**src/rtl/hra_pkg.sv**
```systemverilog
// Shared types, constants and codes of the hinted range allocator.
package hra_pkg;

  localparam int AddrWidth = 32;
  localparam int Entries   = 16;
  localparam int IdxWidth  = $clog2(Entries);
  localparam int CntWidth  = $clog2(Entries + 1);
  localparam int RowWidth  = 2 * AddrWidth;

  localparam logic CMD_MAP   = 1'b0;
  localparam logic CMD_UNMAP = 1'b1;

  localparam logic [1:0] ST_OK       = 2'd0;
  localparam logic [1:0] ST_NOFIT    = 2'd1;
  localparam logic [1:0] ST_FULL     = 2'd2;
  localparam logic [1:0] ST_NOTFOUND = 2'd3;

  typedef struct packed {
    logic        command;
    logic [31:0] address;
    logic [31:0] length;
  } req_t;

  typedef struct packed {
    logic [1:0]  status;
    logic [31:0] granted_address;
  } rsp_t;

  typedef enum logic [3:0] {
    S_IDLE,
    S_DECODE,
    S_FIT_START,
    S_FIT_RD,
    S_FIT_CHK,
    S_NEXT_CAND,
    S_CAND_RD,
    S_CAND_CHK,
    S_MAP_DONE,
    S_UNMAP_RD,
    S_UNMAP_CHK,
    S_RESP
  } state_e;

  // Controller to datapath
  typedef struct packed {
    logic       load;
    logic       cand_lo;
    logic       cand_ent;
    logic       cand_eval;
    logic       j_clr;
    logic       j_inc;
    logic       c_inc;
    logic       rd_en;
    logic       rd_sel_c;
    logic       fit_pass;
    logic       commit_map;
    logic       commit_unmap;
    logic       set_st;
    logic [1:0] st;
  } ctrl_cmd_t;

  // Datapath to controller
  typedef struct packed {
    logic unmap;
    logic addr_zero;
    logic len_zero;
    logic full;
    logic cand_ok;
    logic j_last;
    logic c_done;
    logic fit_hit;
    logic cand_use;
    logic unmap_hit;
    logic found;
  } ctrl_sts_t;

endpackage

```
**src/rtl/hra_ram.sv**
```systemverilog
// Generic single-write, single-read RAM with registered read data.
module hra_ram #(
  parameter int Width = 8,
  parameter int Depth = 16
) (
  input  logic                     clk_i,
  input  logic                     we_i,
  input  logic [$clog2(Depth)-1:0] waddr_i,
  input  logic [Width-1:0]         wdata_i,
  input  logic                     re_i,
  input  logic [$clog2(Depth)-1:0] raddr_i,
  output logic [Width-1:0]         rdata_o
);

  logic [Width-1:0] mem_q [Depth];
  logic [Width-1:0] rdata_q;

  always_ff @(posedge clk_i) begin
    if (we_i) begin
      mem_q[waddr_i] <= wdata_i;
    end
    if (re_i) begin
      rdata_q <= mem_q[raddr_i];
    end
  end

  assign rdata_o = rdata_q;

endmodule

```
**src/rtl/hra_ctrl.sv**
```systemverilog
// Controller state machine: sequences candidate search, fit scans and unmap lookup.
module hra_ctrl (
  input  logic              clk_i,
  input  logic              rst_ni,
  input  logic              start,
  output logic              busy,
  output logic              done_o,
  output hra_pkg::ctrl_cmd_t cmd_o,
  input  hra_pkg::ctrl_sts_t sts_i
);
  import hra_pkg::*;

  state_e state_q, state_d;

  always_ff @(posedge clk_i or negedge rst_ni) begin
    if (!rst_ni) begin
      state_q <= S_IDLE;
    end else begin
      state_q <= state_d;
    end
  end

  // Next state
  always_comb begin
    state_d = state_q;
    unique case (state_q)
      S_IDLE: begin
        if (start) state_d = S_DECODE;
      end
      S_DECODE: begin
        if (sts_i.unmap) begin
          state_d = sts_i.addr_zero ? S_RESP : S_UNMAP_RD;
        end else if (sts_i.len_zero || sts_i.full) begin
          state_d = S_RESP;
        end else begin
          state_d = S_FIT_START;
        end
      end
      S_FIT_START: state_d = sts_i.cand_ok ? S_FIT_RD : S_NEXT_CAND;
      S_FIT_RD:    state_d = S_FIT_CHK;
      S_FIT_CHK: begin
        if (sts_i.fit_hit || sts_i.j_last) state_d = S_NEXT_CAND;
        else state_d = S_FIT_RD;
      end
      S_NEXT_CAND: state_d = sts_i.c_done ? S_MAP_DONE : S_CAND_RD;
      S_CAND_RD:   state_d = S_CAND_CHK;
      S_CAND_CHK:  state_d = sts_i.cand_use ? S_FIT_START : S_NEXT_CAND;
      S_MAP_DONE:  state_d = S_RESP;
      S_UNMAP_RD:  state_d = S_UNMAP_CHK;
      S_UNMAP_CHK: begin
        if (sts_i.unmap_hit || sts_i.j_last) state_d = S_RESP;
        else state_d = S_UNMAP_RD;
      end
      S_RESP:  state_d = S_IDLE;
      default: state_d = S_IDLE;
    endcase
  end

  // Outputs
  always_comb begin
    cmd_o  = '0;
    busy   = (state_q != S_IDLE);
    done_o = 1'b0;
    unique case (state_q)
      S_IDLE: begin
        cmd_o.load = start;
      end
      S_DECODE: begin
        cmd_o.j_clr = 1'b1;
        if (sts_i.unmap) begin
          if (sts_i.addr_zero) begin
            cmd_o.set_st = 1'b1;
            cmd_o.st     = ST_NOTFOUND;
          end
        end else if (sts_i.len_zero) begin
          cmd_o.set_st = 1'b1;
          cmd_o.st     = ST_NOFIT;
        end else if (sts_i.full) begin
          cmd_o.set_st = 1'b1;
          cmd_o.st     = ST_FULL;
        end else begin
          cmd_o.cand_lo = 1'b1;
        end
      end
      S_FIT_START: begin
        cmd_o.cand_eval = 1'b1;
        cmd_o.j_clr     = 1'b1;
      end
      S_FIT_RD: begin
        cmd_o.rd_en = 1'b1;
      end
      S_FIT_CHK: begin
        if (!sts_i.fit_hit) begin
          if (sts_i.j_last) cmd_o.fit_pass = 1'b1;
          else cmd_o.j_inc = 1'b1;
        end
      end
      S_NEXT_CAND: begin
      end
      S_CAND_RD: begin
        cmd_o.rd_en    = 1'b1;
        cmd_o.rd_sel_c = 1'b1;
      end
      S_CAND_CHK: begin
        cmd_o.c_inc    = 1'b1;
        cmd_o.cand_ent = sts_i.cand_use;
      end
      S_MAP_DONE: begin
        cmd_o.set_st     = 1'b1;
        cmd_o.st         = sts_i.found ? ST_OK : ST_NOFIT;
        cmd_o.commit_map = sts_i.found;
      end
      S_UNMAP_RD: begin
        cmd_o.rd_en = 1'b1;
      end
      S_UNMAP_CHK: begin
        if (sts_i.unmap_hit) begin
          cmd_o.commit_unmap = 1'b1;
          cmd_o.set_st       = 1'b1;
          cmd_o.st           = ST_OK;
        end else if (sts_i.j_last) begin
          cmd_o.set_st = 1'b1;
          cmd_o.st     = ST_NOTFOUND;
        end else begin
          cmd_o.j_inc = 1'b1;
        end
      end
      S_RESP: begin
        done_o = 1'b1;
      end
      default: begin
      end
    endcase
  end

endmodule

```
**src/rtl/hra_dpath.sv**
```systemverilog
// Datapath: range table, valid bits, candidate and overlap arithmetic, result registers.
module hra_dpath (
  input  logic               clk_i,
  input  logic               rst_ni,
  input  hra_pkg::req_t      req_i,
  input  hra_pkg::ctrl_cmd_t cmd_i,
  output hra_pkg::ctrl_sts_t sts_o,
  output hra_pkg::rsp_t      rsp_o
);
  import hra_pkg::*;

  logic                 unmap_q;
  logic [AddrWidth-1:0] addr_q, lo_q, len_q;
  logic [AddrWidth-1:0] cand_q, cand_last_q, best_q, best_last_q;
  logic                 found_q;
  logic [IdxWidth-1:0]  j_q;
  logic [CntWidth-1:0]  c_q, count_q;
  logic [Entries-1:0]   valid_q;
  logic [1:0]           status_q;
  logic [AddrWidth-1:0] granted_q;

  logic [RowWidth-1:0]  rd_data;
  logic [AddrWidth-1:0] rd_start, rd_last;
  logic [IdxWidth-1:0]  rd_idx, c_idx, free_idx;
  logic [AddrWidth:0]   cand_sum;
  logic [AddrWidth-1:0] ent_next;
  logic                 overlap, ent_useful;

  assign c_idx    = c_q[IdxWidth-1:0];
  assign rd_idx   = cmd_i.rd_sel_c ? c_idx : j_q;
  assign rd_start = rd_data[RowWidth-1:AddrWidth];
  assign rd_last  = rd_data[AddrWidth-1:0];

  // Table rows hold {start, last byte}
  hra_ram #(
    .Width(RowWidth),
    .Depth(Entries)
  ) u_table (
    .clk_i  (clk_i),
    .we_i   (cmd_i.commit_map),
    .waddr_i(free_idx),
    .wdata_i({best_q, best_last_q}),
    .re_i   (cmd_i.rd_en),
    .raddr_i(rd_idx),
    .rdata_o(rd_data)
  );

  // Lowest free slot
  always_comb begin
    free_idx = '0;
    for (int i = Entries - 1; i >= 0; i--) begin
      if (!valid_q[i]) free_idx = IdxWidth'(i);
    end
  end

  // Candidate end and wrap check
  assign cand_sum = {1'b0, cand_q} + {1'b0, len_q} - {{AddrWidth{1'b0}}, 1'b1};

  // Overlap of candidate against the entry just read
  assign overlap = (cand_q <= rd_last) && (rd_start <= cand_last_q);

  // Entry end as a new candidate: not at the top, at or above lo, below best so far
  assign ent_next   = rd_last + {{(AddrWidth-1){1'b0}}, 1'b1};
  assign ent_useful = (rd_last != {AddrWidth{1'b1}}) && (ent_next >= lo_q) &&
                      (!found_q || (ent_next < best_q));

  // Request and search registers
  always_ff @(posedge clk_i) begin
    if (cmd_i.load) begin
      unmap_q <= req_i.command;
      addr_q  <= req_i.address;
      len_q   <= req_i.length;
      lo_q    <= (req_i.address == '0) ? {{(AddrWidth-1){1'b0}}, 1'b1} : req_i.address;
    end
    if (cmd_i.cand_lo) cand_q <= lo_q;
    else if (cmd_i.cand_ent) cand_q <= ent_next;
    if (cmd_i.cand_eval) begin
      cand_last_q <= cand_sum[AddrWidth-1:0];
    end
    if (cmd_i.fit_pass) begin
      best_q      <= cand_q;
      best_last_q <= cand_last_q;
    end
  end

  // Control registers
  always_ff @(posedge clk_i or negedge rst_ni) begin
    if (!rst_ni) begin
      found_q   <= 1'b0;
      j_q       <= '0;
      c_q       <= '0;
      count_q   <= '0;
      valid_q   <= '0;
      status_q  <= ST_OK;
      granted_q <= '0;
    end else begin
      if (cmd_i.load) begin
        found_q   <= 1'b0;
        c_q       <= '0;
        status_q  <= ST_OK;
        granted_q <= '0;
      end
      if (cmd_i.fit_pass) found_q <= 1'b1;
      if (cmd_i.j_clr) j_q <= '0;
      else if (cmd_i.j_inc) j_q <= j_q + 1'b1;
      if (cmd_i.c_inc) c_q <= c_q + 1'b1;
      if (cmd_i.set_st) status_q <= cmd_i.st;
      if (cmd_i.commit_map) begin
        valid_q[free_idx] <= 1'b1;
        count_q           <= count_q + 1'b1;
        granted_q         <= best_q;
      end
      if (cmd_i.commit_unmap) begin
        valid_q[j_q] <= 1'b0;
        count_q      <= count_q - 1'b1;
      end
    end
  end

  // Status to the controller
  always_comb begin
    sts_o.unmap     = (unmap_q == CMD_UNMAP);
    sts_o.addr_zero = (addr_q == '0);
    sts_o.len_zero  = (len_q == '0);
    sts_o.full      = (count_q == CntWidth'(Entries));
    sts_o.cand_ok   = !cand_sum[AddrWidth];
    sts_o.j_last    = (j_q == IdxWidth'(Entries - 1));
    sts_o.c_done    = (c_q == CntWidth'(Entries));
    sts_o.fit_hit   = valid_q[j_q] && overlap;
    sts_o.cand_use  = valid_q[c_idx] && ent_useful;
    sts_o.unmap_hit = valid_q[j_q] && (rd_start == addr_q);
    sts_o.found     = found_q;
  end

  assign rsp_o.status          = status_q;
  assign rsp_o.granted_address = granted_q;

  // Fill count tracks the valid bits
  a_count_match: assert property (@(posedge clk_i) disable iff (!rst_ni)
    count_q == CntWidth'($countones(valid_q)))
    else $error("entry count differs from valid bits");

  // A range is stored only into a table that has room
  a_commit_room: assert property (@(posedge clk_i) disable iff (!rst_ni)
    cmd_i.commit_map |-> (count_q != CntWidth'(Entries)) && found_q)
    else $error("map commit without room or grant");

  // Unmap removes only a valid entry
  a_unmap_valid: assert property (@(posedge clk_i) disable iff (!rst_ni)
    cmd_i.commit_unmap |-> valid_q[j_q] && (addr_q != '0))
    else $error("unmap of an invalid entry");

endmodule

```
**src/rtl/hinted_range_allocator_core.sv**
```systemverilog
// Top level of the hinted range allocator: controller plus datapath.
//
// Commands transfer when start is high and busy is low; each command gives one
// result, shown on result_o for one cycle with done_o high, which the receiver
// must take then. An unmap walks the table entry by entry until it finds the
// address or reaches the last entry. A map tests the hint and then each stored
// range end as a candidate; each useful candidate costs a fit scan of the table
// through its single read port, which stops at the first overlap. Failed checks
// (zero length, full table, unmap of address zero) answer straight after decode.
module hinted_range_allocator_core (
  input  logic          clk_i,
  input  logic          rst_ni,
  input  logic          start,
  output logic          busy,
  input  hra_pkg::req_t req_i,
  output logic          done_o,
  output hra_pkg::rsp_t result_o
);
  import hra_pkg::*;

  ctrl_cmd_t cmd;
  ctrl_sts_t sts;

  hra_ctrl u_ctrl (
    .clk_i (clk_i),
    .rst_ni(rst_ni),
    .start (start),
    .busy  (busy),
    .done_o(done_o),
    .cmd_o (cmd),
    .sts_i (sts)
  );

  hra_dpath u_dpath (
    .clk_i (clk_i),
    .rst_ni(rst_ni),
    .req_i (req_i),
    .cmd_i (cmd),
    .sts_o (sts),
    .rsp_o (result_o)
  );

endmodule

```
**config.mk**
```make
export PLATFORM = sky130hd
export DESIGN_NAME = hinted_range_allocator_core
export DESIGN_NICKNAME = d
export VERILOG_FILES = /design/src/rtl/hra_pkg.sv /design/src/rtl/hra_ram.sv /design/src/rtl/hra_ctrl.sv /design/src/rtl/hra_dpath.sv /design/src/rtl/hinted_range_allocator_core.sv
export SDC_FILE = /design/constraint.sdc
export NUM_CORES = 2
export LEC_CHECK = 0
export BUFFER_PORTS_ARGS = -buffer_cell sky130_fd_sc_hd__clkbuf_2
export CORE_ASPECT_RATIO = 1.2
export CORE_UTILIZATION = 40
export DETAILED_ROUTE_END_ITERATION = 7
export GPL_ROUTABILITY_DRIVEN = 0
export PLACE_DENSITY = 0.59
export REMOVE_ABC_BUFFERS = 1
export SYNTH_ARGS = -nofsm -noshare
export SYNTH_HDL_FRONTEND = slang
export SYNTH_SLANG_ARGS = --single-unit
```
**constraint.sdc**
```tcl
create_clock -name clk_i -period 13.67 [get_ports clk_i]
set_clock_uncertainty 0.2 [all_clocks]
set_input_delay 2.734 -clock clk_i [delete_from_list [all_inputs] [get_ports clk_i]]
set_output_delay 2.734 -clock clk_i [all_outputs]
set_load 0.01 [all_outputs]
```
## After elaboration in Yosys (flattened, before gate mapping)

Memory sizes are Yosys's and may differ from the RTL's. A register that Yosys moved wholly into a read port is not among the register bits.
Cells that the tools add are included.

| cells by class | value |
|---|---|
| add/sub/neg operators | 7 |
| magnitude comparators | 9 |
| equality and inequality tests | 17 |
| mux-type cells | 83 |
| bitwise gates (word level) | 3 |
| reduce and logical (&&, ||, !) cells | 27 |

Operators with widths:

| kind | number |
|---|---|
| $mux W32 | 4 |
| $logic_not A32 Y1 | 3 |
| $mux W4 | 23 |
| $le A32 B32 Y1 | 2 |
| $pmux W4 S11 | 1 |
| $add A32 B32 Y33 | 1 |
| $sub A33 B1 Y33 const B | 1 |
| $add A32 B1 Y32 const B | 1 |
| $eq A32 B32 Y1 | 1 |
| $ge A32 B32 Y1 | 1 |
| $lt A32 B32 Y1 | 1 |
| $mux W16 | 2 |
| $ne A32 B32 Y1 const B | 1 |
| $mux W1 | 30 |
| $mux W3 | 9 |
| $eq A4 B4 Y1 const B | 5 |
| $mux W5 | 4 |
| $and A16 B16 Y16 | 1 |
| $eq A4 B3 Y1 const B | 4 |
| $not A16 Y16 | 1 |
| $or A16 B16 Y16 | 1 |
| $lt A4 B5 Y1 const B | 3 |
| $reduce_bool A2 Y1 | 7 |
| $add A5 B1 Y5 const B | 2 |
| other kinds (19) | 37 |

| word-level totals | value |
|---|---|
| register bits after elaboration | 294 |
| memory bits (writable) | 1024 |
| input bits | 68 |
| output and inout port bits | 36 |
| memories | 1 |

Memories:

| memory | words | bits a word | read ports | clocked after memory_dff | write ports | line | RTL |
|---|---|---|---|---|---|---|---|
| u_dpath.u_table.mem_q | 16 | 64 | 1 | 1 | 1 | hra_ram.sv:15 | `logic [Width-1:0] mem_q [Depth];` |

## Depth between registers and ports, before layout

| logic depth | value |
|---|---|
| depth after elaboration | 24 |
| depth in mapped cells | 16 |

## Modules after synthesis

A second synthesis with hierarchy kept.

| unflattened totals | value |
|---|---|
| cell total of the unflattened synthesis | 3316 |
| area total of the unflattened synthesis | 58059.4 um^2 |

Modules (own cells, without submodules):

| module | times used | cells each | area each (um^2) | seq. area each (um^2) |
|---|---|---|---|---|
| hra_ram | 1 | 1647 | 40222.3 | 32671.3 |
| hra_dpath | 1 | 1590 | 17272.8 | 8383.0 |
| hra_ctrl | 1 | 79 | 564.3 | 100.1 |

## Worst setup path after synthesis

OpenSTA, ideal clock, no wires.

| path | value |
|---|---|
| kind | input to register |
| start point | input port start |
| end point | register u_dpath.granted_q[10] |
| library setup time | 0.130 ns |
| arrival time | 5.554 ns |
| data required time | 13.340 ns |
| slack | 7.786 ns |
| stages on the path | 6 |
| buffers on the path | 1 |
| cell sequence | nand3_1 > inv_1 > nor2_1 > clkbuf_1 > nand2_1 > o21ai_0 |

RTL lines:

| what | line | RTL |
|---|---|---|
| start, declared | hinted_range_allocator_core.sv:13 | `input logic start,` |
| end signal, assigned | hra_dpath.sv:111 | `granted_q <= best_q;` |
| end, declared | hra_dpath.sv:20 | `logic [AddrWidth-1:0] granted_q;` |

## Worst setup path in the final report

| path | value |
|---|---|
| start point | register u_dpath.u_table.rdata_q[0], in the netlist u_dpath.u_table.rdata_o[0] (read register of u_dpath.u_table.mem_q) |
| end point | register u_dpath.cand_q[10], enable pin |

| between the ends | value |
|---|---|
| word-level cells in the longest chain between the ends | 7 |
| elaborated cells between the ends (all ways) | 10 |

RTL lines:

| what | line | RTL |
|---|---|---|
| start, declared | hra_ram.sv:16 | `logic [Width-1:0] rdata_q;` |
| $add A32 B1 Y32 | hra_dpath.sv:63 | `assign ent_next = rd_last + {{(AddrWidth-1){1'b0}}, 1'b1};` |
| $ge A32 B32 Y1 or $lt A32 B32 Y1 (tied branches) | hra_dpath.sv:64, hra_dpath.sv:65 |  |
| $logic_and A1 B1 Y1 or $logic_or A1 B1 Y1 (tied branches) | hra_dpath.sv:64, hra_dpath.sv:65 |  |
| $logic_and A1 B1 Y1 * | hra_dpath.sv:64 | `assign ent_useful = (rd_last != {AddrWidth{1'b1}}) && (ent_next >= lo_q) &&` |
| $logic_and A1 B1 Y1 * | hra_dpath.sv:130 | `sts_o.cand_use = valid_q[c_idx] && ent_useful;` |
| $mux W1 * | hra_ctrl.sv:64 | `unique case (state_q)` |
| $reduce_bool A2 Y1 (no line) * | - |  |
| end signal, assigned | hra_dpath.sv:75 | `if (cmd_i.cand_lo) cand_q <= lo_q;` |
| end signal, assigned | hra_dpath.sv:76 | `else if (cmd_i.cand_ent) cand_q <= ent_next;` |
| end, declared | hra_dpath.sv:14 | `logic [AddrWidth-1:0] cand_q, cand_last_q, best_q, best_last_q;` |

Every way passes the cells marked *; elsewhere a longest branch is shown, timed or not.
A chain may end at the register's enable or synchronous reset.

==> flow_summary.yaml <==
outcome:
  status: "completed"
global_routing:
  grt.met3_usage: 0.0389
  grt_pass1_vias: 31438
  busiest_layer: "met2"
  overflow: 0
  antenna_found_initial: 11
  grtUsageMet2: 0.338
  met1_usage: 0.312
  grt_pass1_wl_microns: 226000
  grt_usage: 0.216
  grt_max_degree: 109
synthesis:
  ys_seq_area_frac: 0.704
  ys_warn_count: 0
  synth_cells: 3474
  synth_seq_cells: 1382
  synth_edf_count: 1313
  synth_area_sq_mm: 0.0585
  synthArstFlopShare: 0.0499
  syn_avg_cell_area_sq_um: 16.8
  synth_ff_type: "edfxtp_1"
  yosys.cell_types.count: 86
clock_tree:
  path_clk_slew_ns: 0.06
  post_cts_buffers: 0
  cts-hold-fix-buffers: 0
  cts_htree_levels: 4
  clk_path_buf_depth: 3
  cts_tree: "built"
  root_buffer: "clkbuf_16"
  cts_buffers: 141
  clk_latency_ns: 0.80
  cts_resized: 0
  cts.sinks: 1382
pwr:
  ir_drop_uv: 140
  p_leak_uw: 0.0230
  p_sw_uw: 3600
  p_int_uw: 8350
  p_clk_frac: 0.323
  swShare: 0.301
  seq_power_share: 0.446
  power_uw: 11900
  comb_power_share: 0.231
  powerDensity_mw_per_mm2: 181
die:
  initial_core_util: 0.403
  dieWidth_microns: 351
  row_count: 153
  die_h_microns: 421
  ioPinCount: 104
  coreArea_sq_mm: 0.145
  die_area_sq_mm: 0.148
setup_path:
  end_kind: "flip-flop"
  critPathRequiredTime_ns: 13.88
  setup.worst_path.start: "u_dpath.u_table.rdata_o[0]"
  reg2regPathDepth: 16
  r2r-end: "u_dpath.cand_q[10]"
  r2r-start: "u_dpath.u_table.rdata_o[0]"
  r2r_slack_ns: 7.93
  critPathKind: "reg2reg"
  cp_max_fo: 32
  start_kind: "flip-flop"
  cp_data_arrival_time_ns: 5.95
  cp-endpoint: "u_dpath.cand_q[10]"
timing:
  fin_crit_sh: 0.420
  setup_viol: 0
  slew_headroom: 0.192
  drv_slew: 0
  finalCriticalPeriod_ns: 5.74
  hold_violations: 0
  fmax_mhz: 174
  worst_pin_slew_ns: 1.21
  rsz0062_at_grt: "no"
  worst_slack_ns: 7.93
placed_design:
  port-buffer-count: 103
  dp_worst_setup_slack_ns: 7.93
  dp_hpwl_microns: 98600
cells_and_area:
  final_layout_size_suffix_gt1_frac: 0.184
  area_growth_pct: 12.9
  nets: 3888
  fill_cells: 12457
drt:
  routed_wirelength_microns: 157000
  vias: 32107
  drc: 0
  dr.first_iter.drc_count: 3591
  drt-vias-per-instance: 5.66
  ant_nets: 0
  wl_per_cell_microns: 27.7
  dr.pass1.iters: 6
job:
  cap_violations: 0
hold_path:
  hold_depth: 0
  hold_path.class: "reg2reg"
-- power groups by stage --
stage / registers [uW] / clock network, uW / logic (uW)
2_1_floorplan: 5200 / 0 / 2820
3_3_place_gp: 5410 / 0 / 2740
3_5_place_dp: 5400 / 0 / 2760
4_1_cts: 5320 / 3930 / 2770
5_1_grt: 5330 / 4090 / 3040
6_report: 5320 / 3860 / 2760
-- sequential cells by signal, summed over array words and instances (netlist names), 32 cells and up --
register                 cells
u_dpath.addr_q              32
u_dpath.best_last_q         32
u_dpath.best_q              32
u_dpath.cand_last_q         32
u_dpath.cand_q              32
u_dpath.granted_q           32
u_dpath.len_q               32
u_dpath.lo_q                32
u_dpath.u_table.mem_q     1024
u_dpath.u_table.rdata_o     64
-- Yosys cell counts (all sizes together) (4+ instances only) --
| cell type | count | share of area |
|---|---|---|
| a2bb2oi | 12 | 0.0018 |
| o21bai | 6 | 0.00077 |
| o31ai | 5 | 0.00064 |
| nand2b | 9 | 0.0011 |
| and4 | 9 | 0.0013 |
| ha | 200 | 0.043 |
| nand4 | 52 | 0.0056 |
| a21oi | 113 | 0.0097 |
| mux2i | 10 | 0.0018 |
| a31oi | 74 | 0.0079 |
| edfxtp | 1313 | 0.67 |
| a2111oi | 4 | 0.00060 |
| nor3 | 20 | 0.0018 |
| xnor2 | 81 | 0.012 |
| dfrtp | 69 | 0.030 |
| a211oi | 78 | 0.010 |
| inv | 279 | 0.018 |
| nor4 | 40 | 0.0045 |
| and3 | 12 | 0.0013 |
| nor2 | 97 | 0.0065 |
| xor2 | 12 | 0.0018 |
| nor3b | 4 | 0.00051 |
| nand2 | 238 | 0.015 |
| a21o | 31 | 0.0041 |
| mux2 | 7 | 0.0013 |
| and2 | 66 | 0.0071 |
| clkbuf | 103 | 0.0066 |
| o211ai | 8 | 0.0010 |
| buf | 60 | 0.0062 |
| o21a | 4 | 0.00051 |
| mux4 | 266 | 0.10 |
| o21ai | 71 | 0.0061 |
| nor2b | 10 | 0.0011 |
| nand3 | 51 | 0.0045 |
| or2 | 6 | 0.00064 |
-- worst max-delay path, stage by stage (launching register included) --
cell and delay [ns]:
edfxtp_1 0.53, ha_1 0.24, nand3_1 0.18, nor4_2 0.77, and4_1 0.42, nand2_1 0.16
nor2_1 0.16, xnor2_1 0.14, ha_1 0.32, nand4_1 0.17, nor4_1 0.34, o221ai_1 0.17
a31oi_1 0.19, nor3_1 0.08, a211oi_1 0.36, nand2_1 0.14, nand2_2 0.72
-- logic make-up (layout without fill, tap and decap cells) --
family	after synthesis	after routing	share of synthesized area
buffers and inverters	442	701	0.0307
adders and majority gates	202	202	0.0435
AOI/OAI and AO/OA	443	443	0.0492
xor gates and xnor gates	93	93	0.0139
other	0	5	0
muxes	283	283	0.106
DFF	1382	1382	0.704
and+or+nand+nor	629	629	0.0533
-- layout by cell type (no fill, tap or decap), types with 8 or more instances in the layout --
master and n:
a211oi_1 77, clkbuf_1 26, edfxtp_1 1313, clkbuf_16 141
nor3_1 18, o211ai_1 8, a31oi_1 74, and3_1 11
bufinv_16 13, clkinv_1 31, inv_1 276, nand2_1 236
clkinv_2 22, xor2_1 12, o21ai_0 70, nand3_1 49
ha_1 200, clkbuf_2 102, nor2_4 18, nor2_1 78
dfrtp_1 69, mux4_2 266, xnor2_1 81, and2_1 66
a2bb2oi_1 12, nand4_1 52, buf_4 59, a21o_1 29
a21oi_1 113, and4_1 9, nor2b_1 10, nand2b_1 8
nor4_1 38
-- worst min-delay path by stage --
| stage | start | end | slack, ns |
|---|---|---|---|
| after floorplan | u_dpath.cand_last_q[10] | u_dpath.best_last_q[10] | 0.23 |
| after global placement | u_dpath.cand_q[0] | u_dpath.best_q[0] | 0.23 |
| after detailed placement | u_dpath.cand_q[0] | u_dpath.best_q[0] | 0.24 |
| after CTS | u_dpath.cand_q[0] | u_dpath.best_q[0] | 0.25 |
| after global routing | u_dpath.cand_q[0] | u_dpath.best_q[0] | 0.26 |
| final | u_dpath.cand_q[0] | u_dpath.best_q[0] | 0.25 |
-- metrics by stage --
| stage | area, sq um | instances | util | hold WS (ns) | TNS, ns |
|---|---|---|---|---|---|
| 3_5_place_dp | 61400 | 5412 | 0.423 | 0.239 | 0 |
| 2_1_floorplan | 57700 | 3311 | - | 0.226 | -232.50 |
| 3_3_place_gp | 61400 | 5412 | 0.423 | 0.231 | 0 |
| 6_report | 66000 | 5675 | 0.455 | 0.251 | 0 |
| 5_1_grt | 66000 | 5670 | 0.455 | 0.261 | 0 |
| 4_1_cts | 66000 | 5670 | 0.455 | 0.253 | 0 |
-- per-layer routing --
layer | routed length, microns | vias to the layer above
met5 | 69 | -
met4 | 3260 | 12
met3 | 11000 | 186
met2 | 73800 | 1139
met1 | 69400 | 16936
li1 | - | 13834
-- cell type report --
type	instances	area (sq um)	area share
clock buffer	169	3650	0.0554
tap	1937	2420	0.0367
sequential	1382	41200	0.624
clock inverter	89	962	0.0146
multi-input combinational	1650	15700	0.238
antenna	5	12.5	0.000190
timing repair buffer	164	1010	0.0154
inverter	279	1050	0.0159
No activity file was read; power rests on OpenSTA's default activity.
